## src/fplsr_pkg.sv

```systemverilog
// Shared types and constants for the fixed-point lane ALU with stochastic rounding.
`default_nettype none
package fplsr_pkg;

  localparam int NUM_LANES  = 32;
  localparam int LANE_IDX_W = (NUM_LANES > 1) ? $clog2(NUM_LANES) : 1;
  localparam int LANE_EXT_W = 7;

  localparam int ROT_A = 13;
  localparam int ROT_B = 5;
  localparam int ROT_C = 10;
  localparam int ROT_D = 9;

  localparam int WIDE_W = 34;

  typedef enum logic [4:0] {
    FN_ADD     = 5'd0,
    FN_SUB     = 5'd1,
    FN_AND     = 5'd2,
    FN_SLL     = 5'd3,
    FN_SRA     = 5'd4,
    FN_MUL     = 5'd5,
    FN_MUL_RN  = 5'd6,
    FN_MUL_RS  = 5'd7,
    FN_SLLI    = 5'd8,
    FN_SRAI    = 5'd9,
    FN_SRAI_RN = 5'd10,
    FN_SRAI_RS = 5'd11,
    FN_RNG     = 5'd12,
    FN_ANDADD  = 5'd13,
    FN_EQ      = 5'd14,
    FN_NE      = 5'd15,
    FN_LT      = 5'd16,
    FN_GE      = 5'd17,
    FN_SEED0   = 5'd18,
    FN_SEED1   = 5'd19
  } func_t;

  typedef struct packed {
    logic [4:0]         func;
    logic [4:0]         lane;
    logic signed [15:0] opnd_a;
    logic signed [15:0] opnd_b;
    logic [3:0]         frac_shift;
    logic               sat_enable;
  } item_t;

endpackage
`default_nettype wire

```

## src/fplsr_rng.sv

```systemverilog
// Per-lane xoroshiro32++ generator state with seed loads and one step per draw.
`default_nettype none
module fplsr_rng
  import fplsr_pkg::*;
(
  input  logic        clk,
  input  logic        fire,
  input  item_t       item,
  output logic [15:0] rnd
);

  function automatic logic [15:0] rotl16(input logic [15:0] x, input int unsigned k);
    return (x << k) | (x >> (16 - k));
  endfunction

  logic [15:0] word0 [NUM_LANES];
  logic [15:0] word1 [NUM_LANES];

  logic [LANE_EXT_W-1:0] lane_ext;
  logic [LANE_IDX_W-1:0] idx;
  logic                  lane_ok;
  logic                  draws;
  logic [15:0]           s0;
  logic [15:0]           s1;
  logic [15:0]           mix;
  logic [15:0]           s0_next;
  logic [15:0]           s1_next;

  assign lane_ext = {2'b00, item.lane};
  assign lane_ok  = lane_ext < LANE_EXT_W'(NUM_LANES);
  assign idx      = lane_ext[LANE_IDX_W-1:0];

  assign draws = (item.func == FN_MUL_RS) || (item.func == FN_SRAI_RS) ||
                 (item.func == FN_RNG);

  assign s0 = lane_ok ? word0[idx] : 16'h0000;
  assign s1 = lane_ok ? word1[idx] : 16'h0000;

  assign rnd     = rotl16(16'(s0 + s1), ROT_D) + s0;
  assign mix     = s1 ^ s0;
  assign s0_next = rotl16(s0, ROT_A) ^ mix ^ (mix << ROT_B);
  assign s1_next = rotl16(mix, ROT_C);

  always_ff @(posedge clk) begin
    if (fire && lane_ok) begin
      if (draws) begin
        word0[idx] <= s0_next;
        word1[idx] <= s1_next;
      end
      if (item.func == FN_SEED0) begin
        word0[idx] <= item.opnd_a;
      end
      if (item.func == FN_SEED1) begin
        word1[idx] <= item.opnd_a;
      end
    end
  end

endmodule
`default_nettype wire

```

## src/fplsr_alu.sv

```systemverilog
// Lane datapath: add and subtract, logic, shifts, fixed-point multiply with rounding, random draws, compares.
`default_nettype none
module fplsr_alu
  import fplsr_pkg::*;
(
  input  item_t       item,
  input  logic [15:0] rnd,
  output logic [15:0] result
);

  function automatic logic [15:0] fit16(input logic signed [WIDE_W-1:0] v,
                                        input logic sat);
    logic [15:0] r;
    r = v[15:0];
    if (sat && (v > WIDE_W'(32767))) begin
      r = 16'h7FFF;
    end else if (sat && (v < -WIDE_W'(32768))) begin
      r = 16'h8000;
    end
    return r;
  endfunction

  logic signed [31:0]       prod;
  logic signed [WIDE_W-1:0] a_w;
  logic signed [WIDE_W-1:0] b_w;
  logic signed [WIDE_W-1:0] prod_w;
  logic signed [WIDE_W-1:0] pre;
  logic signed [WIDE_W-1:0] round_add;
  logic signed [WIDE_W-1:0] sum;
  logic signed [WIDE_W-1:0] shr;
  logic signed [WIDE_W-1:0] shl;
  logic [15:0]              mask16;
  logic [15:0]              half16;
  logic [3:0]               amt;
  logic                     is_mul;

  assign prod   = item.opnd_a * item.opnd_b;
  assign a_w    = {{(WIDE_W-16){item.opnd_a[15]}}, item.opnd_a};
  assign b_w    = {{(WIDE_W-16){item.opnd_b[15]}}, item.opnd_b};
  assign prod_w = {{(WIDE_W-32){prod[31]}}, prod};

  assign mask16 = (16'h0001 << item.frac_shift) - 16'h0001;
  assign half16 = (item.frac_shift == 4'd0) ? 16'h0000
                                            : (16'h0001 << (item.frac_shift - 4'd1));

  assign is_mul = (item.func == FN_MUL) || (item.func == FN_MUL_RN) ||
                  (item.func == FN_MUL_RS);
  assign amt    = ((item.func == FN_SLL) || (item.func == FN_SRA)) ? item.opnd_b[3:0]
                                                                   : item.frac_shift;
  assign pre    = is_mul ? prod_w : a_w;

  always_comb begin
    case (item.func)
      FN_MUL_RN, FN_SRAI_RN: round_add = {{(WIDE_W-16){1'b0}}, half16};
      FN_MUL_RS, FN_SRAI_RS: round_add = {{(WIDE_W-16){1'b0}}, rnd & mask16};
      default:               round_add = '0;
    endcase
  end

  assign sum = pre + round_add;
  assign shr = sum >>> amt;
  assign shl = a_w <<< amt;

  always_comb begin
    case (item.func)
      FN_ADD:    result = fit16(a_w + b_w, item.sat_enable);
      FN_SUB:    result = fit16(a_w - b_w, item.sat_enable);
      FN_AND:    result = item.opnd_a & item.opnd_b;
      FN_SLL:    result = fit16(shl, item.sat_enable);
      FN_SRA, FN_MUL, FN_MUL_RN, FN_MUL_RS:
                 result = fit16(shr, item.sat_enable);
      FN_SLLI:   result = shl[15:0];
      FN_SRAI, FN_SRAI_RN, FN_SRAI_RS:
                 result = shr[15:0];
      FN_RNG:    result = {1'b0, rnd[15:1]};
      FN_ANDADD: result = (item.opnd_a & mask16) + item.opnd_b;
      FN_EQ:     result = {15'd0, item.opnd_a == item.opnd_b};
      FN_NE:     result = {15'd0, item.opnd_a != item.opnd_b};
      FN_LT:     result = {15'd0, item.opnd_a < item.opnd_b};
      FN_GE:     result = {15'd0, item.opnd_a >= item.opnd_b};
      default:   result = 16'h0000;
    endcase
  end

endmodule
`default_nettype wire

```

## src/fixed_point_lane_alu_stochastic_round.sv

```systemverilog
// Top level: input register, lane datapath and generator state, result register.
// The input register stages each transaction; it moves into the result register when that
// register is empty or its output is being accepted.
// Throughput: 1 transaction per cycle while the output side accepts results; the input
// register feeds the datapath and generator step, the result register decouples the
// output side. Reset clears the valid flags of both registers; generator state is not
// cleared and must be seeded before a lane draws.
`default_nettype none
module fixed_point_lane_alu_stochastic_round
  import fplsr_pkg::*;
(
  input  logic        clk,
  input  logic        rst,
  input  logic        s_axis_tvalid,
  output logic        s_axis_tready,
  input  logic [47:0] s_axis_tdata,  // func[4:0], lane[9:5], opnd_a[25:10], opnd_b[41:26],
                                     // frac_shift[45:42], sat_enable[46], zero[47]
  output logic        m_axis_tvalid,
  input  logic        m_axis_tready,
  output logic [15:0] m_axis_tdata   // result[15:0]
);

  logic        s1_valid;
  item_t       s1_item;
  item_t       s1_item_next;
  logic        advance;
  logic        m_valid;
  logic [15:0] m_data;
  logic [15:0] alu_result;
  logic [15:0] rnd;

  assign s1_item_next.func       = s_axis_tdata[4:0];
  assign s1_item_next.lane       = s_axis_tdata[9:5];
  assign s1_item_next.opnd_a     = s_axis_tdata[25:10];
  assign s1_item_next.opnd_b     = s_axis_tdata[41:26];
  assign s1_item_next.frac_shift = s_axis_tdata[45:42];
  assign s1_item_next.sat_enable = s_axis_tdata[46];

  assign advance       = !m_valid || m_axis_tready;
  assign s_axis_tready = !s1_valid || advance;
  assign m_axis_tvalid = m_valid;
  assign m_axis_tdata  = m_data;

  fplsr_rng u_rng (
    .clk  (clk),
    .fire (s1_valid && advance),
    .item (s1_item),
    .rnd  (rnd)
  );

  fplsr_alu u_alu (
    .item   (s1_item),
    .rnd    (rnd),
    .result (alu_result)
  );

  always_ff @(posedge clk) begin
    if (rst) begin
      s1_valid <= 1'b0;
      m_valid  <= 1'b0;
    end else begin
      if (s_axis_tready) begin
        s1_valid <= s_axis_tvalid;
      end
      if (advance) begin
        m_valid <= s1_valid;
      end
    end
  end

  always_ff @(posedge clk) begin
    if (s_axis_tvalid && s_axis_tready) begin
      s1_item <= s1_item_next;
    end
    if (s1_valid && advance) begin
      m_data <= alu_result;
    end
  end

`ifndef SYNTHESIS
  a_ready_when_out_empty: assert property (@(posedge clk) disable iff (rst)
    !m_valid |-> s_axis_tready)
    else $error("input stalled while result register empty");

  a_stage_moves: assert property (@(posedge clk) disable iff (rst)
    (s1_valid && advance) |=> m_valid)
    else $error("transaction lost between input and result register");

  a_rise_from_stage: assert property (@(posedge clk) disable iff (rst)
    $rose(m_valid) |-> $past(s1_valid))
    else $error("result appeared without a staged transaction");

  a_flag_result: assert property (@(posedge clk) disable iff (rst)
    (s1_valid && advance && ((s1_item.func == FN_EQ) || (s1_item.func == FN_NE) ||
      (s1_item.func == FN_LT) || (s1_item.func == FN_GE) ||
      (s1_item.func == FN_SEED0) || (s1_item.func == FN_SEED1)))
    |=> (m_data[15:1] == 15'd0))
    else $error("compare or seed result out of range");
`endif

endmodule
`default_nettype wire

```

## config.mk

```make
export PLATFORM = sky130hd
export DESIGN_NAME = fixed_point_lane_alu_stochastic_round
export DESIGN_NICKNAME = d
export VERILOG_FILES = /design/src/fplsr_pkg.sv /design/src/fplsr_rng.sv /design/src/fplsr_alu.sv /design/src/fixed_point_lane_alu_stochastic_round.sv
export SDC_FILE = /design/constraint.sdc
export NUM_CORES = 2
export LEC_CHECK = 0
export BUFFER_PORTS_ARGS = -buffer_cell sky130_fd_sc_hd__buf_2
export CORE_MARGIN = 2
export CORE_UTILIZATION = 45
export CTS_CLUSTER_DIAMETER = 120
export DETAILED_ROUTE_END_ITERATION = 10
export MAX_ROUTING_LAYER = met4
export SLEW_MARGIN = 10
export SYNTH_ARGS = -nofsm -noshare
export SYNTH_HDL_FRONTEND = slang
export SYNTH_SLANG_ARGS = --single-unit
```

## constraint.sdc

```tcl
create_clock -name clk -period 18.8 [get_ports clk]
set_input_delay 0.94 -clock clk [delete_from_list [all_inputs] [get_ports clk]]
set_output_delay 0.94 -clock clk [all_outputs]
set_load 0.02 [all_outputs]
```

==> metrics.csv <==
metric;value;unit
rsz0062_at_grt;no;
n_antenna_cell;0;
final_common_cell;edfxtp_1;
crit_top_cell;a21oi_1;
p_switching;5.139;mW
synthFlopType;edfxtp_1;
worstSetupPathType;reg2reg;
hp-class;in2reg;
wl_per_cell;27.52;um
worst_slew_pin_slew;1223;ps
final_cell_mix;edfxtp_1, nand2_1, mux4_2;
p_total;11.78;mW
hold_viol;0;
dpl.cell_count;6042;
setup_slack;4303;ps
post_cts_buffers;0;
fmax;68.98;MHz
final_cells;6251;
die_w;372.9;um
cts.clk_slew.worst_paths;60;ps
final_util;50.20;%
clock_sinks;1094;
cts_tree;yes;
fin_crit_sh;77.11;%
max_stage_delay;830;ps
vias;37140;
startpoint_type;flip-flop;
crit_path_end_kind;flip-flop;
maxCapViolations;0;
syn_area;61220;um^2
pwr-share-seq;26.9;%
crit_required;19200;ps
arrival;14890;ps
avgViaCountPerCell;5.941;
place_ws;4361;ps
grt-ovfl-total;0;
internal_power;6.638;mW
antenna_found_initial;6;
grt_pass1_vias;37410;
hold_buffers;0;
multiInputGateArea;26700;um^2
setup_viol_count_final;0;
tns;0;ps
core_area;135300;um^2
swShare;43.64;%
status;completed;
avgSynthCellArea;14.24;um^2
slew_headroom;18.39;%
ctsResizeCount;0;
fill_cells;11470;
drtPass1Iterations;6;
clock_skew;77.19;ps
grt_pass1_wl;254700;um
numCtsBuffers;111;
routed_wl;172000;um
drv_slew;0;
drtAntennaViolNets;0;
drive_gt1_share;19.66;%
seq_area_frac_synth;53.54;%
yosysUniqueCellTypes;106;
cts-root-buf;clkbuf_16;
gp_congestion;0.9440;
die_y;372.9;um
max-vdd-ir-drop;0.2875;mV
cp_max_fo;89;
port_buffers;68;
die_area;139000;um^2
p_comb_share;54.0;%
synth_edf_count;1087;
critPathSlowestCell;dfxtp_4;
io_pins;70;
place_hpwl;113600;um
start_util;45.25;%
drtIter0Drc;3439;
pwr-share-clk;19.1;%
drcViolationCount;0;
synth_nets;4801;
area_growth;10.94;%
gr-usage-all-layers;25.52;%
syn_inst;4300;
p_leak;23.80;nW
cts_buffer_depth;3;
synth-seq-cells;1094;
nets;4875;
async_flop_share;0;%
clock_latency;770;ps
seq_area;32800;um^2
grt_max_degree;110;
htree_levels;3;
rows;135;
yosysWarnings;0;
finalWorstPathRequiredPeriod;14500;ps
power_density;173.4;nW/um^2
[state kept, by name, indices dropped and copies added, names as in the netlist, named ones only]
register	cells
u_rng.word0	512
m_axis_tdata	16
u_rng.word1	512
s1_valid	1
m_axis_tvalid	1
s1_item	47
[logic make-up after synthesis]
group	share of synthesized area, %
compound gates	6.959
xor+xnor	2.125
fa+ha+maj	12.46
buf+inv	3.354
flops	53.54
mux	13.99
simple gates	7.566
[per-stage QoR]
stage | hold WS (ps) | cell area [um^2]
2_1_floorplan | 477.8 | 61220
6_report | 350.4 | 67920
5_1_grt | 293.6 | 67920
3_3_place_gp | 502.0 | 64150
3_5_place_dp | 503.9 | 64150
4_1_cts | 268.7 | 67900
[synth_stat cells (all sizes together), types with 11 or more instances]
| cell | n | area (um^2) |
|---|---|---|
| clkbuf | 172 | 645.6 |
| inv | 301 | 1130 |
| o21ai | 148 | 748.2 |
| xor2 | 41 | 359.1 |
| nand2 | 357 | 1343 |
| nor3 | 44 | 230.2 |
| fa | 268 | 5365 |
| xnor2 | 105 | 919.6 |
| o21bai | 23 | 172.7 |
| nand4 | 17 | 121.4 |
| mux4 | 322 | 7252 |
| nor2b | 25 | 156.4 |
| ha | 181 | 2265 |
| a211oi | 23 | 182.7 |
| mux2i | 60 | 604.3 |
| and3 | 11 | 68.82 |
| nand3 | 45 | 237.7 |
| buf | 61 | 277.8 |
| a21oi | 193 | 996.0 |
| or3 | 18 | 117.6 |
| edfxtp | 1087 | 32640 |
| a21o | 31 | 232.7 |
| a31oi | 18 | 127.6 |
| nand2b | 36 | 225.2 |
| o211ai | 39 | 306.5 |
| nor4 | 16 | 100.1 |
| o21a | 20 | 150.1 |
| nor2 | 268 | 1025 |
| mux2 | 63 | 709.4 |
| o22ai | 16 | 100.1 |
| and2 | 99 | 619.3 |
[cell type report]
type                    count  area share, %
clock buffers             134          4.217
clock inverters            75          1.308
inverters                 301          1.663
multi-input cells        2672          39.31
flip-flops and latches   1094          48.29
well taps                1781          3.281
repair buffers            194          1.931
[power by group through the flow]
| stage | logic (mW) | registers [mW] | clock network, mW |
|---|---|---|---|
| after global routing | 7.02 | 3.17 | 2.39 |
| after detailed placement | 6.27 | 3.22 | 0 |
| after global placement | 6.20 | 3.22 | 0 |
| after floorplan | 4.54 | 3.21 | 0 |
| final | 6.35 | 3.17 | 2.25 |
| after CTS | 6.30 | 3.17 | 2.30 |
[per-layer routing]
metal | vias up | track usage [%] | share of wire [%] | wire (um)
li1 | 16300 | - | - | -
met4 | 0 | 8.199 | 3.5 | 5992
met3 | 273 | 3.226 | 5.2 | 8987
met2 | 1165 | 40.77 | 49 | 83700
met5 | - | - | 0 | 0
met1 | 19400 | 34.20 | 43 | 73340
[final timing paths]
kind,start,to,slack (ps),cells past startpoint
min reg2reg,s1_valid$_SDFFE_PP0N_,m_axis_tvalid$_SDFFE_PP0P_,510,2
min,s_axis_tdata[34],s1_item[13]$_DFFE_PP_,350,1
max reg2reg,flip-flop,m_axis_tdata[8]$_DFFE_PP_,4300,48
max,flip-flop,m_axis_tdata[8]$_DFFE_PP_,4300,48
[critical path, delay by kind of cell (launching register included)]
| family | cells | cell delay [ps] |
|---|---|---|
| compound gates | 23 | 5400 |
| xor+xnor | 3 | 1040 |
| fa+ha+maj | 3 | 1170 |
| buf+inv | 2 | 1380 |
| flops | 1 | 830 |
| mux | 3 | 1530 |
| simple gates | 14 | 2670 |
Note: power is estimated with default switching activity, not from simulation.
